--- src/eat_pkg.sv ---
`default_nettype none
package eat_pkg;

  localparam int RawBitsDef  = 14;
  localparam int TurnBitsDef = 48;

  localparam int CfgIdxW  = 3;
  localparam int CfgDataW = 17;
  localparam int DvsW     = 17;
  localparam int ModN     = 17;

  localparam logic [27:0] VelScale = 28'd256000000;
  localparam logic [16:0] AlphaOne = 17'd65536;

  localparam logic [13:0] RstOffset = 14'd0;
  localparam logic [14:0] RstCpr    = 15'd16384;
  localparam logic [14:0] RstMaxD   = 15'd8192;
  localparam logic [15:0] RstStale  = 16'd8;
  localparam logic [15:0] RstGStale = 16'd8;
  localparam logic [16:0] RstAlpha  = 17'd6554;
  localparam logic [6:0]  RstPoles  = 7'd7;

  typedef enum logic [CfgIdxW-1:0] {
    REG_DIR    = 3'd0,
    REG_OFFSET = 3'd1,
    REG_CPR    = 3'd2,
    REG_MAXD   = 3'd3,
    REG_STALE  = 3'd4,
    REG_GSTALE = 3'd5,
    REG_ALPHA  = 3'd6,
    REG_POLES  = 3'd7
  } eat_reg_e;

  typedef struct packed {
    logic capture;
    logic upd_invalid;
    logic div_mod;
    logic pos_fix;
    logic upd_base;
    logic upd_glitch;
    logic upd_accept;
    logic vmul;
    logic div_vel;
    logic raw_store;
    logic filt_mul;
    logic filt_upd;
    logic div_elec;
    logic elec_store;
    logic out_load;
  } eat_cmd_t;

  typedef struct packed {
    logic invalid;
    logic have_base;
    logic glitch;
    logic elapsed_zero;
    logic div_busy;
    logic out_free;
  } eat_sts_t;

endpackage
`default_nettype wire

--- src/encoder_angle_tracker.sv ---
// channel  direction  handshake                  payload
// in       sink       in_valid_i / in_stall_o    raw_code_i, raw_ok_i, elapsed_us_i
// out      source     out_valid_o / out_stall_i  position, electrical, multiturn, velocity,
//                                                sample_valid, stale, glitch_total
// cfg      sink       cfg_we_i                   cfg_idx_i, cfg_wdata_i
//
// one beat at a time; a shared one-bit-a-cycle divider sets the latency
// invalid sample: electrical divide only
// accepted sample with time: modulo, velocity and electrical divides in turn
// a finished beat sits in the output register while the next input is taken
// asynchronous active-low reset clears all tracker state and the registers to defaults
`default_nettype none
module encoder_angle_tracker #(
  parameter int RAW_BITS  = eat_pkg::RawBitsDef,
  parameter int TURN_BITS = eat_pkg::TurnBitsDef
) (
  input  wire logic                          clk_i,
  input  wire logic                          rst_ni,
  input  wire logic                          in_valid_i,
  output logic                               in_stall_o,
  input  wire logic [15:0]                   raw_code_i,
  input  wire logic                          raw_ok_i,
  input  wire logic [15:0]                   elapsed_us_i,
  output logic                               out_valid_o,
  input  wire logic                          out_stall_i,
  output logic [RAW_BITS-1:0]                position_counts_o,
  output logic [RAW_BITS-1:0]                electrical_counts_o,
  output logic signed [47:0]                 multiturn_counts_o,
  output logic signed [31:0]                 velocity_o,
  output logic                               sample_valid_o,
  output logic                               stale_o,
  output logic [31:0]                        glitch_total_o,
  input  wire logic                          cfg_we_i,
  input  wire logic [eat_pkg::CfgIdxW-1:0]   cfg_idx_i,
  input  wire logic [eat_pkg::CfgDataW-1:0]  cfg_wdata_i
);
  import eat_pkg::*;

  eat_cmd_t cmd;
  eat_sts_t sts;

  eat_ctrl u_ctrl (
    .clk_i      (clk_i),
    .rst_ni     (rst_ni),
    .in_valid_i (in_valid_i),
    .in_stall_o (in_stall_o),
    .sts_i      (sts),
    .cmd_o      (cmd)
  );

  eat_dp #(.RAW_BITS(RAW_BITS), .TURN_BITS(TURN_BITS)) u_dp (
    .clk_i               (clk_i),
    .rst_ni              (rst_ni),
    .cmd_i               (cmd),
    .sts_o               (sts),
    .raw_code_i          (raw_code_i),
    .raw_ok_i            (raw_ok_i),
    .elapsed_us_i        (elapsed_us_i),
    .cfg_we_i            (cfg_we_i),
    .cfg_idx_i           (cfg_idx_i),
    .cfg_wdata_i         (cfg_wdata_i),
    .out_stall_i         (out_stall_i),
    .out_valid_o         (out_valid_o),
    .position_counts_o   (position_counts_o),
    .electrical_counts_o (electrical_counts_o),
    .multiturn_counts_o  (multiturn_counts_o),
    .velocity_o          (velocity_o),
    .sample_valid_o      (sample_valid_o),
    .stale_o             (stale_o),
    .glitch_total_o      (glitch_total_o)
  );

endmodule
`default_nettype wire

--- src/eat_div.sv ---
`default_nettype none
module eat_div #(
  parameter int DivW = eat_pkg::RawBitsDef + 30,
  parameter int DvsW = eat_pkg::DvsW
) (
  input  wire logic                          clk_i,
  input  wire logic                          rst_ni,
  input  wire logic                          start_i,
  input  wire logic [DivW-1:0]               dividend_i,
  input  wire logic [$clog2(DivW+1)-1:0]     count_i,
  input  wire logic [DvsW-1:0]               divisor_i,
  output logic                               busy_o,
  output logic [DivW-1:0]                    quo_o,
  output logic [DvsW-1:0]                    rem_o
);
  localparam int CntW = $clog2(DivW+1);

  logic            busy_q, busy_d;
  logic [CntW-1:0] cnt_q, cnt_d;
  logic [DivW-1:0] quo_q, quo_d;
  logic [DvsW-1:0] rem_q, rem_d;
  logic [DvsW-1:0] dvs_q, dvs_d;
  logic [DvsW:0]   shifted, trial;

  // restoring division, one quotient bit a cycle
  always_comb begin
    shifted = {rem_q, quo_q[DivW-1]};
    trial   = shifted - {1'b0, dvs_q};
    busy_d  = busy_q;
    cnt_d   = cnt_q;
    quo_d   = quo_q;
    rem_d   = rem_q;
    dvs_d   = dvs_q;
    if (start_i) begin
      busy_d = 1'b1;
      cnt_d  = count_i;
      quo_d  = dividend_i;
      rem_d  = '0;
      dvs_d  = divisor_i;
    end else if (busy_q) begin
      if (!trial[DvsW]) begin
        rem_d = trial[DvsW-1:0];
        quo_d = {quo_q[DivW-2:0], 1'b1};
      end else begin
        rem_d = shifted[DvsW-1:0];
        quo_d = {quo_q[DivW-2:0], 1'b0};
      end
      cnt_d = cnt_q - 1'b1;
      if (cnt_q == CntW'(1)) begin
        busy_d = 1'b0;
      end
    end
  end

  always_ff @(posedge clk_i or negedge rst_ni) begin
    if (!rst_ni) begin
      busy_q <= 1'b0;
      cnt_q  <= '0;
    end else begin
      busy_q <= busy_d;
      cnt_q  <= cnt_d;
    end
  end

  always_ff @(posedge clk_i) begin
    quo_q <= quo_d;
    rem_q <= rem_d;
    dvs_q <= dvs_d;
  end

  assign busy_o = busy_q;
  assign quo_o  = quo_q;
  assign rem_o  = rem_q;

endmodule
`default_nettype wire

--- src/eat_dp.sv ---
`default_nettype none
module eat_dp #(
  parameter int RAW_BITS  = eat_pkg::RawBitsDef,
  parameter int TURN_BITS = eat_pkg::TurnBitsDef
) (
  input  wire logic                          clk_i,
  input  wire logic                          rst_ni,
  input  wire eat_pkg::eat_cmd_t             cmd_i,
  output eat_pkg::eat_sts_t                  sts_o,
  input  wire logic [15:0]                   raw_code_i,
  input  wire logic                          raw_ok_i,
  input  wire logic [15:0]                   elapsed_us_i,
  input  wire logic                          cfg_we_i,
  input  wire logic [eat_pkg::CfgIdxW-1:0]   cfg_idx_i,
  input  wire logic [eat_pkg::CfgDataW-1:0]  cfg_wdata_i,
  input  wire logic                          out_stall_i,
  output logic                               out_valid_o,
  output logic [RAW_BITS-1:0]                position_counts_o,
  output logic [RAW_BITS-1:0]                electrical_counts_o,
  output logic signed [47:0]                 multiturn_counts_o,
  output logic signed [31:0]                 velocity_o,
  output logic                               sample_valid_o,
  output logic                               stale_o,
  output logic [31:0]                        glitch_total_o
);
  import eat_pkg::*;

  localparam int R     = RAW_BITS;
  localparam int DivW  = RAW_BITS + 30;
  localparam int CntW  = $clog2(DivW+1);
  localparam int ElecN = RAW_BITS + 7;
  localparam logic [16:0] RawMax = 17'((1 << RAW_BITS) - 1);
  localparam logic [R:0]  CprMax = {1'b1, {R{1'b0}}};

  // configuration
  logic        dir_q;
  logic [13:0] off_q;
  logic [14:0] cpr_q;
  logic [14:0] maxd_q;
  logic [15:0] slim_q, glim_q;
  logic [16:0] alpha_q;
  logic [6:0]  poles_q;

  always_ff @(posedge clk_i or negedge rst_ni) begin
    if (!rst_ni) begin
      dir_q   <= 1'b0;
      off_q   <= RstOffset;
      cpr_q   <= RstCpr;
      maxd_q  <= RstMaxD;
      slim_q  <= RstStale;
      glim_q  <= RstGStale;
      alpha_q <= RstAlpha;
      poles_q <= RstPoles;
    end else if (cfg_we_i) begin
      case (eat_reg_e'(cfg_idx_i))
        REG_DIR:    dir_q   <= cfg_wdata_i[0];
        REG_OFFSET: off_q   <= cfg_wdata_i[13:0];
        REG_CPR:    cpr_q   <= cfg_wdata_i[14:0];
        REG_MAXD:   maxd_q  <= cfg_wdata_i[14:0];
        REG_STALE:  slim_q  <= cfg_wdata_i[15:0];
        REG_GSTALE: glim_q  <= cfg_wdata_i[15:0];
        REG_ALPHA:  alpha_q <= cfg_wdata_i;
        REG_POLES:  poles_q <= cfg_wdata_i[6:0];
        default:    dir_q   <= dir_q;
      endcase
    end
  end

  // captured beat
  logic [15:0] raw_q, elapsed_q;
  logic        ok_q;
  always_ff @(posedge clk_i) begin
    if (cmd_i.capture) begin
      raw_q     <= raw_code_i;
      ok_q      <= raw_ok_i;
      elapsed_q <= elapsed_us_i;
    end
  end

  // effective modulus
  logic [R:0] cpr_eff;
  always_comb begin
    if (cpr_q == 15'd0) begin
      cpr_eff = (R+1)'(1);
    end else if ({2'b0, cpr_q} > 17'(CprMax)) begin
      cpr_eff = CprMax;
    end else begin
      cpr_eff = (R+1)'(cpr_q);
    end
  end

  // tracker state
  logic                   have_base_q, valid_q, stale_q;
  logic [R-1:0]           last_q;
  logic [TURN_BITS-1:0]   acc_q;
  logic signed [31:0]     vel_q;
  logic [15:0]            inv_run_q, g_run_q;
  logic [31:0]            g_cnt_q;

  // working registers
  logic [R-1:0]           pos_q, elec_q;
  logic                   neg_q, dneg_q;
  logic [R:0]             dmag_q;
  logic [DivW-1:0]        prod_q;
  logic signed [31:0]     rawv_q;
  logic signed [50:0]     mul_q;

  // divider
  logic                   div_start, div_busy;
  logic [DivW-1:0]        div_dividend, div_quo;
  logic [CntW-1:0]        div_count;
  logic [DvsW-1:0]        div_divisor, div_rem;

  eat_div #(.DivW(DivW), .DvsW(DvsW)) u_div (
    .clk_i      (clk_i),
    .rst_ni     (rst_ni),
    .start_i    (div_start),
    .dividend_i (div_dividend),
    .count_i    (div_count),
    .divisor_i  (div_divisor),
    .busy_o     (div_busy),
    .quo_o      (div_quo),
    .rem_o      (div_rem)
  );

  // offset, direction and magnitude for the wrap
  logic signed [17:0] off_diff, pos_s;
  logic [16:0]        pos_mag;
  logic [R+6:0]       elec_prod;
  always_comb begin
    off_diff  = $signed({2'b0, raw_q}) - $signed({4'b0, off_q});
    pos_s     = dir_q ? -off_diff : off_diff;
    pos_mag   = pos_s[17] ? 17'(-pos_s) : pos_s[16:0];
    elec_prod = (R+7)'(last_q) * (R+7)'(poles_q);
  end

  always_comb begin
    div_start    = cmd_i.div_mod | cmd_i.div_vel | cmd_i.div_elec;
    div_dividend = DivW'(pos_mag) << (DivW - ModN);
    div_count    = CntW'(ModN);
    div_divisor  = DvsW'(cpr_eff);
    if (cmd_i.div_vel) begin
      div_dividend = prod_q;
      div_count    = CntW'(DivW);
      div_divisor  = DvsW'(elapsed_q);
    end else if (cmd_i.div_elec) begin
      div_dividend = DivW'(elec_prod) << (DivW - ElecN);
      div_count    = CntW'(ElecN);
    end
  end

  // floor modulo fix-up
  logic [16:0] pos_fixed;
  assign pos_fixed = (neg_q && div_rem != '0) ? (17'(cpr_eff) - 17'(div_rem))
                                              : 17'(div_rem);

  // shortest delta
  logic signed [R+1:0] dd, d_adj;
  logic signed [R+2:0] d2, cpr_s;
  logic [R:0]          dmag;
  logic                glitch;
  always_comb begin
    dd    = $signed({2'b0, pos_q}) - $signed({2'b0, last_q});
    d2    = {dd, 1'b0};
    cpr_s = $signed({2'b0, cpr_eff});
    d_adj = dd;
    if (d2 > cpr_s) begin
      d_adj = dd - $signed({1'b0, cpr_eff});
    end else if (d2 < -cpr_s) begin
      d_adj = dd + $signed({1'b0, cpr_eff});
    end
    dmag   = d_adj[R+1] ? (R+1)'(-d_adj) : d_adj[R:0];
    glitch = 18'(dmag) > 18'(maxd_q);
  end

  // run counters
  logic [15:0] inv_inc, g_inc;
  assign inv_inc = (inv_run_q != 16'hFFFF) ? inv_run_q + 16'd1 : inv_run_q;
  assign g_inc   = (g_run_q != 16'hFFFF) ? g_run_q + 16'd1 : g_run_q;

  // velocity arithmetic
  logic [DivW-1:0]    prod_d;
  logic signed [31:0] rawv_d;
  logic signed [32:0] vdiff;
  logic signed [17:0] alpha_s;
  logic signed [50:0] mul_d;
  logic [50:0]        mmag;
  logic [34:0]        step_mag;
  logic signed [35:0] step_s, vsum;
  logic signed [31:0] vel_d;
  always_comb begin
    prod_d  = DivW'(dmag_q * VelScale) + DivW'(elapsed_q[15:1]);
    rawv_d  = 32'sh0;
    if (!dneg_q) begin
      rawv_d = (div_quo > DivW'(32'h7FFF_FFFF)) ? 32'sh7FFF_FFFF : $signed(div_quo[31:0]);
    end else begin
      rawv_d = (div_quo > DivW'(33'h0_8000_0000)) ? $signed(32'h8000_0000)
                                                  : -$signed(div_quo[31:0]);
    end
    alpha_s  = (alpha_q > AlphaOne) ? $signed({1'b0, AlphaOne}) : $signed({1'b0, alpha_q});
    vdiff    = $signed({rawv_q[31], rawv_q}) - $signed({vel_q[31], vel_q});
    mul_d    = vdiff * alpha_s;
    mmag     = mul_q[50] ? 51'(-mul_q) : 51'(mul_q);
    step_mag = 35'((mmag + 51'd32768) >> 16);
    step_s   = mul_q[50] ? -$signed({1'b0, step_mag}) : $signed({1'b0, step_mag});
    vsum     = $signed({{4{vel_q[31]}}, vel_q}) + step_s;
    if (vsum > 36'sh0_7FFF_FFFF) begin
      vel_d = 32'sh7FFF_FFFF;
    end else if (vsum < -36'sh0_8000_0000) begin
      vel_d = $signed(32'h8000_0000);
    end else begin
      vel_d = vsum[31:0];
    end
  end

  always_ff @(posedge clk_i or negedge rst_ni) begin
    if (!rst_ni) begin
      have_base_q <= 1'b0;
      valid_q     <= 1'b0;
      stale_q     <= 1'b0;
      last_q      <= '0;
      acc_q       <= '0;
      vel_q       <= '0;
      inv_run_q   <= '0;
      g_run_q     <= '0;
      g_cnt_q     <= '0;
    end else begin
      if (cmd_i.upd_invalid) begin
        valid_q   <= 1'b0;
        inv_run_q <= inv_inc;
        if (inv_inc >= slim_q) stale_q <= 1'b1;
      end
      if (cmd_i.div_mod) begin
        inv_run_q <= '0;
      end
      if (cmd_i.upd_base) begin
        have_base_q <= 1'b1;
        last_q      <= pos_q;
        acc_q       <= TURN_BITS'(pos_q);
        vel_q       <= '0;
        valid_q     <= 1'b1;
        stale_q     <= 1'b0;
        g_run_q     <= '0;
      end
      if (cmd_i.upd_glitch) begin
        g_cnt_q <= g_cnt_q + 32'd1;
        valid_q <= 1'b0;
        g_run_q <= g_inc;
        if (g_inc >= glim_q) stale_q <= 1'b1;
      end
      if (cmd_i.upd_accept) begin
        g_run_q <= '0;
        last_q  <= pos_q;
        acc_q   <= acc_q + TURN_BITS'(d_adj);
        valid_q <= 1'b1;
        stale_q <= 1'b0;
      end
      if (cmd_i.filt_upd) begin
        vel_q <= vel_d;
      end
    end
  end

  always_ff @(posedge clk_i) begin
    if (cmd_i.div_mod)    neg_q  <= pos_s[17];
    if (cmd_i.pos_fix)    pos_q  <= R'(pos_fixed);
    if (cmd_i.upd_accept) begin
      dmag_q <= dmag;
      dneg_q <= d_adj[R+1];
    end
    if (cmd_i.vmul)       prod_q <= prod_d;
    if (cmd_i.raw_store)  rawv_q <= rawv_d;
    if (cmd_i.filt_mul)   mul_q  <= mul_d;
    if (cmd_i.elec_store) elec_q <= R'(div_rem);
  end

  // output register
  logic out_valid_q;
  always_ff @(posedge clk_i or negedge rst_ni) begin
    if (!rst_ni) begin
      out_valid_q <= 1'b0;
    end else if (cmd_i.out_load) begin
      out_valid_q <= 1'b1;
    end else if (!out_stall_i) begin
      out_valid_q <= 1'b0;
    end
  end

  always_ff @(posedge clk_i) begin
    if (cmd_i.out_load) begin
      position_counts_o   <= last_q;
      electrical_counts_o <= elec_q;
      multiturn_counts_o  <= $signed(48'(acc_q));
      velocity_o          <= vel_q;
      sample_valid_o      <= valid_q;
      stale_o             <= stale_q;
      glitch_total_o      <= g_cnt_q;
    end
  end

  assign out_valid_o = out_valid_q;

  always_comb begin
    sts_o.invalid      = !ok_q || ({1'b0, raw_q} > RawMax);
    sts_o.have_base    = have_base_q;
    sts_o.glitch       = glitch;
    sts_o.elapsed_zero = (elapsed_q == 16'd0);
    sts_o.div_busy     = div_busy;
    sts_o.out_free     = !out_valid_q || !out_stall_i;
  end

endmodule
`default_nettype wire

--- src/eat_ctrl.sv ---
`default_nettype none
module eat_ctrl (
  input  wire logic              clk_i,
  input  wire logic              rst_ni,
  input  wire logic              in_valid_i,
  output logic                   in_stall_o,
  input  wire eat_pkg::eat_sts_t sts_i,
  output eat_pkg::eat_cmd_t      cmd_o
);
  import eat_pkg::*;

  typedef enum logic [11:0] {
    ST_IDLE  = 12'b0000_0000_0001,
    ST_CHECK = 12'b0000_0000_0010,
    ST_MOD   = 12'b0000_0000_0100,
    ST_DELTA = 12'b0000_0000_1000,
    ST_VMUL  = 12'b0000_0001_0000,
    ST_VDIVS = 12'b0000_0010_0000,
    ST_VDIV  = 12'b0000_0100_0000,
    ST_FMUL  = 12'b0000_1000_0000,
    ST_FUPD  = 12'b0001_0000_0000,
    ST_ELEC  = 12'b0010_0000_0000,
    ST_EWAIT = 12'b0100_0000_0000,
    ST_OUT   = 12'b1000_0000_0000
  } state_e;

  state_e state_q, state_d;

  always_comb begin
    state_d = state_q;
    cmd_o   = '0;
    case (state_q)
      ST_IDLE: begin
        if (in_valid_i) begin
          cmd_o.capture = 1'b1;
          state_d       = ST_CHECK;
        end
      end
      ST_CHECK: begin
        if (sts_i.invalid) begin
          cmd_o.upd_invalid = 1'b1;
          state_d           = ST_ELEC;
        end else begin
          cmd_o.div_mod = 1'b1;
          state_d       = ST_MOD;
        end
      end
      ST_MOD: begin
        if (!sts_i.div_busy) begin
          cmd_o.pos_fix = 1'b1;
          state_d       = ST_DELTA;
        end
      end
      ST_DELTA: begin
        if (!sts_i.have_base) begin
          cmd_o.upd_base = 1'b1;
          state_d        = ST_ELEC;
        end else if (sts_i.glitch) begin
          cmd_o.upd_glitch = 1'b1;
          state_d          = ST_ELEC;
        end else begin
          cmd_o.upd_accept = 1'b1;
          state_d          = sts_i.elapsed_zero ? ST_ELEC : ST_VMUL;
        end
      end
      ST_VMUL: begin
        cmd_o.vmul = 1'b1;
        state_d    = ST_VDIVS;
      end
      ST_VDIVS: begin
        cmd_o.div_vel = 1'b1;
        state_d       = ST_VDIV;
      end
      ST_VDIV: begin
        if (!sts_i.div_busy) begin
          cmd_o.raw_store = 1'b1;
          state_d         = ST_FMUL;
        end
      end
      ST_FMUL: begin
        cmd_o.filt_mul = 1'b1;
        state_d        = ST_FUPD;
      end
      ST_FUPD: begin
        cmd_o.filt_upd = 1'b1;
        state_d        = ST_ELEC;
      end
      ST_ELEC: begin
        cmd_o.div_elec = 1'b1;
        state_d        = ST_EWAIT;
      end
      ST_EWAIT: begin
        if (!sts_i.div_busy) begin
          cmd_o.elec_store = 1'b1;
          state_d          = ST_OUT;
        end
      end
      ST_OUT: begin
        // wait for the output register to free up
        if (sts_i.out_free) begin
          cmd_o.out_load = 1'b1;
          state_d        = ST_IDLE;
        end
      end
      default: state_d = ST_IDLE;
    endcase
  end

  always_ff @(posedge clk_i or negedge rst_ni) begin
    if (!rst_ni) begin
      state_q <= ST_IDLE;
    end else begin
      state_q <= state_d;
    end
  end

  assign in_stall_o = (state_q != ST_IDLE);

endmodule
`default_nettype wire

--- config.mk ---
export PLATFORM = sky130hd
export DESIGN_NAME = encoder_angle_tracker
export DESIGN_NICKNAME = d
export VERILOG_FILES = /design/src/eat_pkg.sv /design/src/encoder_angle_tracker.sv /design/src/eat_div.sv /design/src/eat_dp.sv /design/src/eat_ctrl.sv
export SDC_FILE = /design/constraint.sdc
export NUM_CORES = 2
export LEC_CHECK = 0
export BUFFER_PORTS_ARGS = -buffer_cell sky130_fd_sc_hd__buf_2
export CAP_MARGIN = 10
export CELL_PAD_IN_SITES_DETAIL_PLACEMENT = 1
export CELL_PAD_IN_SITES_GLOBAL_PLACEMENT = 2
export CORE_MARGIN = 2
export CORE_UTILIZATION = 42
export DETAILED_ROUTE_END_ITERATION = 8
export GPL_ROUTABILITY_DRIVEN = 0
export HOLD_SLACK_MARGIN = 0.12
export PLACE_DENSITY = 0.92
export SLEW_MARGIN = 30
export SYNTH_ARGS = -nofsm -noshare
export SYNTH_HDL_FRONTEND = slang
export SYNTH_SLANG_ARGS = --single-unit
--- constraint.sdc ---
create_clock -name clk_i -period 10.99 [get_ports clk_i]
set_input_delay 2.198 -clock clk_i [delete_from_list [all_inputs] [get_ports clk_i]]
set_output_delay 2.198 -clock clk_i [all_outputs]
set_load 0.02 [all_outputs]
### Yosys cells after proc, flatten, opt, wreduce, memory -nomap -nowiden

Index checks and enable logic that the tools add are counted.

* flip-flop bits (word level): 707
* input bits: 58
* logic and storage cells: 222

* add/sub/neg operators: 22
* $mul: 3
* $lt $le $gt $ge: 12
* eq/ne operators: 29
* mux-type cells: 86
* bitwise gates (word level): 2
* reductions and logical operators: 25

Operator list (count)
* $mux W32: 7
* $mux W44: 4
* $mux W16: 9
* $pmux W12 S12: 1
* $mux W48: 2
* $mux W12: 7
* $mux W15: 4
* $add A51 B16 Y51 const B: 1
* $mul A33 B18 Y51: 1
* $mux W17: 3
* $mux W51: 1
* $neg A51 Y51: 1
* $add A48 B48 Y48: 1
* $add A43 B15 Y44: 1
* $gt A44 B31 Y1 const B: 1
* $gt A44 B32 Y1 const B: 1
* $mux W14: 3
* $add A32 B36 Y36: 1
* $gt A36 B32 Y1 const B: 1
* $lt A36 B32 Y1 const B: 1
* $mux W36: 1
* $neg A35 Y36: 1
* $mux W1: 34
* $sub A32 B32 Y33: 1
* 61 further kinds: 91

### Longest topological paths before layout

* depth after elaboration: 17
* gate-level depth with buffers: 53
* mapped depth without buffers: 52

### Hierarchy

From an unflattened synthesis, not the netlist that was laid out.

* cell total of the unflattened synthesis: 7269
* area total of the unflattened synthesis: 69753.1 sq um

By module, submodules not included
* eat_dp: times used 1, cells each 6772, area an instance 64274.1 sq um
* eat_div: times used 1, cells each 396, area an instance 4620.7 sq um
* eat_ctrl: times used 1, cells each 101, area an instance 858.3 sq um

### Least setup slack after synthesis

OpenSTA, ideal clock, no wires.

* path kind: register to register
* from: register u_dp.last_q[1]
* to: register u_dp.g_cnt_q[31]
* library setup time: 79 ps
* data arrival time: 9694 ps
* required time: 10911 ps
* slack: 1217 ps
* stages on the path, launching flop included: 52
* buffers on the path: 3
* path through: dfrtp_1 > clkbuf_1 > inv_1 > ha_1 > nor2b_1 > o21ai_0 > a21boi_0 > o21ai_0 > nand2b_1 > and2_1 > o21ai_0 > a21oi_1 > o21ai_0 > nand2b_1 > a21oi_1 > o21bai_1 > a21o_1 > a21oi_1 > [16 not listed] > nor3b_1 > a21oi_1 > xor2_1 > ha_1 > nand4_1 > or2_2 > o221ai_1 > nand2b_1 > o21ai_0 > a211o_1 > or2_2 > clkbuf_1 > nor3_1 > nand2b_1 > nor2_1 > nand3_1 > nor2_1 > xor2_1

* word-level cells in the longest chain between the ends: 10
* elaborated cells on any way between the ends: 13

Ends and longest elaborated chain
* start, declared: line eat_dp.sv:94 `logic [R-1:0] last_q;`
* start signal, assigned: line eat_dp.sv:238 `last_q <= pos_q;`
* start signal, assigned: line eat_dp.sv:253 `last_q <= pos_q;`
* $sub A14 B14 Y15 (*): line eat_dp.sv:163 `dd = $signed({2'b0, pos_q}) - $signed({2'b0, last_q});`
* $add A15 B16 Y16 / $lt A16 B17 Y1 (equally long branches): line eat_dp.sv:170, eat_dp.sv:169
* $mux W16: line eat_dp.sv:169 `end else if (d2 < -cpr_s) begin`
* $mux W16 (*): line eat_dp.sv:167 `if (d2 > cpr_s) begin`
* $neg A15 Y15: line eat_dp.sv:172 `dmag = d_adj[R+1] ? (R+1)'(-d_adj) : d_adj[R:0];`
* $mux W15 (*): line eat_dp.sv:172
* named net u_dp.dmag[14]: line eat_dp.sv:160 `logic [R:0] dmag;`
* $gt A15 B15 Y1 (*): line eat_dp.sv:173 `glitch = 18'(dmag) > 18'(maxd_q);`
* $mux W1 (*): line eat_ctrl.sv:58 `end else if (sts_i.glitch) begin`
* $mux W2 (*): line eat_ctrl.sv:55 `if (!sts_i.have_base) begin`
* $mux W3 (*): line eat_ctrl.sv:32 `case (state_q)`
* end signal, assigned: line eat_dp.sv:246 `g_cnt_q <= g_cnt_q + 32'd1;`
* end, declared: line eat_dp.sv:98 `logic [31:0] g_cnt_q;`

Mark *: on every way through the listed nets, which the timed path passes. The rest lies on a longest branch.
A chain may end at the register's enable or synchronous reset.

### Worst setup path in the final report

* from: register u_dp.vel_q[1]
* to: register u_dp.mul_q[50], data pin

* word-level cells in the longest chain between the ends: 2

Ends and longest elaborated chain
* start, declared: line eat_dp.sv:96 `logic signed [31:0] vel_q;`
* start signal, assigned: line eat_dp.sv:259 `vel_q <= vel_d;`
* $sub A32 B32 Y33: line eat_dp.sv:201 `vdiff = $signed({rawv_q[31], rawv_q}) - $signed({vel_q[31], vel_q});`
* $mul A33 B18 Y51: line eat_dp.sv:202 `mul_d = vdiff * alpha_s;`
* named net u_dp.mul_d[50]: line eat_dp.sv:186 `logic signed [50:0] mul_d;`
* end signal, assigned: line eat_dp.sv:273 `if (cmd_i.filt_mul) mul_q <= mul_d;`
* end, declared: line eat_dp.sv:106 `logic signed [50:0] mul_q;`

The timed path passes the listed nets, and every way through them passes these cells.

==> reports/metrics.yaml <==
pwr:
  powerDensity_mw_per_mm2: 348.8
  power_leakage_nw: 34.35
  vdd_drop_max_uv: 654.0
critical_path:
  path_class: "reg -> reg"
  end_kind: "flop"
  start_kind: "flop"
  crit_path_top_delay_cell: "fa_1"
  endpoint: "u_dp.mul_q[50]$_DFFE_PP_"
  reg2regPathDepth: 40
  r2r_end: "u_dp.mul_q[50]$_DFFE_PP_"
  r2r-start: "u_dp.vel_q[1]$_DFFE_PN0P_"
  crit_fanout: 12
  cp-startpoint: "u_dp.vel_q[1]$_DFFE_PN0P_"
  crit_required_ps: 11390
  slowest_delay_ps: 560
  cp_common_cell: "fa_1"
  ff2ff_setup_slack_ps: 600
  arrival_ps: 10780
place:
  place_ws_ps: -187.9
  io_buffers: 201
  post-dp-hpwl_microns: 175500
floorplanning:
  die_w_microns: 405.4
  rows: 147
  core_area_sq_mm: 0.1602
  initial_core_util_pct: 42.23
  ioPinCount: 202
  die_area_sq_mm: 0.1643
  die_y_microns: 405.4
logic_synthesis:
  async_flop_share_pct: 39.94
  synth_area_sq_mm: 0.06766
  synth_edf_count: 407
  syn_nets: 8384
  synth_cell_type_count: 100
  synth_warnings: 0
  ys.flop_type: "edfxtp_1"
  synthCells: 7121
  synth_seq_area_share_pct: 29.02
  avgSynthCellArea_sq_um: 9.501
  ys_ff_latch: 706
route:
  vias: 53805
  ant_nets: 0
  drtPass1Iterations: 6
  drt_iter0_drc: 3616
  routed_via_density: 5.632
  drcViolationCount: 0
  wl_per_cell_microns: 23.51
  routed_wl_microns: 224600
timing:
  finalCritPeriodShare_pct: 94.54
  fin_crit_ps: 10390
  setup_slack_ps: 600.5
  fmax_mhz: 96.25
  worst_pin_slew_ps: 997.4
  max-slew-margin-rel_pct: 33.03
  hold_viol_final: 0
  setup_violations: 0
  finalMaxSlewViolations: 0
  rsz0062_at_grt: "true"
  fin_skew_ps: 60.48
  finalSetupTns_ps: 0
clocking:
  h-tree-depth: 3
  clock_latency_ps: 700
  cts_made_buffers: 86
  cts_tree: "done"
  clk_transition_reported_paths_ps: 70
  clock_path_buffers: 3
  cts-root-buf: "clkbuf_16"
  clock_sinks: 706
job:
  max-cap-violations: 0
layout:
  final_layout_size_suffix_gt1_share_pct: 10.01
  area_delta_synth_final_pct: 11.05
  final_nets: 8575
global_routing:
  grt_max_degree: 101
  grt_pass1_vias: 58432
  grt_overflow: 0
  track_usage_pct: 27.44
  grt_pass1_wl_microns: 346100
  antenna_found_initial: 14
run_status:
  status: "completed"
min_path:
  hp-class: "reg -> reg"
## layer usage
layer | routed length, microns | vias to the layer above | global-route usage (%)
li1 | - | 24194 | -
met1 | 90270 | 27670 | 33.92
met2 | 109200 | 1466 | 46.63
met3 | 10370 | 471 | 2.903
met4 | 14720 | 4 | 15.80
met5 | 25 | - | 0
## cells by family (layout without fill, tap and decap cells)
kind of cell             after synthesis  after routing  synth area share, %
XOR/XNOR                             457            457                5.938
adder cells (fa/ha/maj)             1205           1205                29.54
AO/OA/AOI/OAI                       1240           1240                11.76
other                                  1              9             0.005543
multiplexers                         100            100                1.646
AND/OR/NAND/NOR                     2163           2163                15.06
flip-flops                           706            706                29.02
buffers and inverters               1249           1514                7.024
## cell type report
type                    instances  area [sq um]
flip-flops and latches        706         19640
diodes                          8         20.02
clock buffers                 108          2369
inverters                     984          3700
well taps                    2160          2703
fillers                     18287         85060
clock inverters                54         706.9
repair buffers                368          2365
multi-input cells            5166         43640
## registers in the layout (all words and copies together) (netlist names), 32 cells and up
| signal | cells |
|---|---|
| u_dp.g_cnt_q | 32 |
| u_dp.glitch_total_o | 32 |
| u_dp.prod_q | 44 |
| u_dp.mul_q | 51 |
| u_dp.multiturn_counts_o | 48 |
| u_dp.rawv_q | 32 |
| u_dp.vel_q | 32 |
| u_dp.acc_q | 48 |
| u_dp.velocity_o | 32 |
| u_dp.u_div.quo_o | 44 |
## cell usage after synthesis (136+ instances only)
cell type	count	area, sq um
a21oi_1	295	1476
and2_1	136	850.8
clkbuf_1	235	882.1
dfrtp_1	267	6681
edfxtp_1	407	12220
fa_1	654	13090
ha_1	551	6894
inv_1	982	3686
nand2_1	914	3431
nand3_1	141	705.7
nor2_1	399	1498
o21ai_0	365	1827
xnor2_1	283	2479
xor2_1	172	1506
## worst min-delay path by stage
stage                     cells past startpoint                      start                                      to
after global routing                          0   u_dp.elec_q[0]$_DFFE_PP_   u_dp.electrical_counts_o[0]$_DFFE_PP_
after floorplan                               0   u_dp.elec_q[0]$_DFFE_PP_   u_dp.electrical_counts_o[0]$_DFFE_PP_
after global placement                        0   u_dp.elec_q[0]$_DFFE_PP_   u_dp.electrical_counts_o[0]$_DFFE_PP_
final                                         0  u_dp.elec_q[13]$_DFFE_PP_  u_dp.electrical_counts_o[13]$_DFFE_PP_
after detailed placement                      0  u_dp.elec_q[11]$_DFFE_PP_  u_dp.electrical_counts_o[11]$_DFFE_PP_
after CTS                                     0  u_dp.elec_q[13]$_DFFE_PP_  u_dp.electrical_counts_o[13]$_DFFE_PP_
## report_power, final
| group | total (mW) | internal [mW] | switching, mW |
|---|---|---|---|
| Combinational | 18.8 | 7.02 | 11.7 |
| Sequential | 4.33 | 3.91 | 0.427 |
| Clock | 3.12 | 1.85 | 1.27 |
## worst max-delay path, delay by kind of cell (launching register included)
family          cells  cell delay, ps
compound gates     19            3930
xor+xnor            2             310
fa+ha+maj           8            3770
buf+inv             5             660
flops               1             430
simple gates        6            1000
## what timing repair did
item / CTS / global route
pin swaps: 0 / 4
gates resized for setup: 6 / 40
endpoints found under the setup margin: 5 / 116
hold buffers: 0 / 0
setup buffers: 0 / 7
## cells in the final DEF, fill, tap and decap left out, types with 19 or more instances in the layout
| master | netlist | routed |
|---|---|---|
| o22ai_1 | 22 | 22 |
| nor3_1 | 95 | 91 |
| a21o_1 | 134 | 134 |
| fa_1 | 654 | 653 |
| edfxtp_1 | 407 | 407 |
| o31ai_1 | 38 | 36 |
| clkbuf_16 | 0 | 89 |
| nand2_1 | 914 | 913 |
| and2_1 | 136 | 132 |
| or3_1 | 48 | 48 |
| mux2_2 | 90 | 90 |
| nand2b_1 | 69 | 67 |
| xnor2_1 | 283 | 272 |
| buf_4 | 0 | 157 |
| ha_1 | 551 | 551 |
| nand3_1 | 141 | 140 |
| a21oi_1 | 295 | 290 |
| and3_1 | 68 | 67 |
| buf_2 | 9 | 200 |
| a21boi_0 | 35 | 32 |
| o21bai_1 | 30 | 30 |
| o311ai_0 | 25 | 23 |
| nand4_1 | 43 | 43 |
| xor2_1 | 172 | 170 |
| nor2b_1 | 76 | 69 |
| inv_1 | 982 | 979 |
| o21a_1 | 27 | 27 |
| o21ai_0 | 365 | 358 |
| or2_2 | 22 | 22 |
| nor2_1 | 399 | 395 |
| a31oi_1 | 26 | 25 |
| a22oi_1 | 19 | 19 |
| dfrtp_1 | 267 | 267 |
| nor4_1 | 45 | 43 |
| a22o_1 | 55 | 55 |
## stage by stage
stage          instance area [sq um]  instances  utilization (%)  hold WS [ps]  power, mW
4_1_cts                        74860       9538            46.73         424.4      26.13
3_5_place_dp                   71750       9376            44.79         405.9      22.80
6_report                       75140       9554            46.90         420.9      26.21
2_1_floorplan                  67660       7121                -         400.3      16.50
3_3_place_gp                   71650       9372            44.73         404.6      21.90
5_1_grt                        75140       9553            46.90         437.8      28.17
Power figures use the tool's default switching activity.
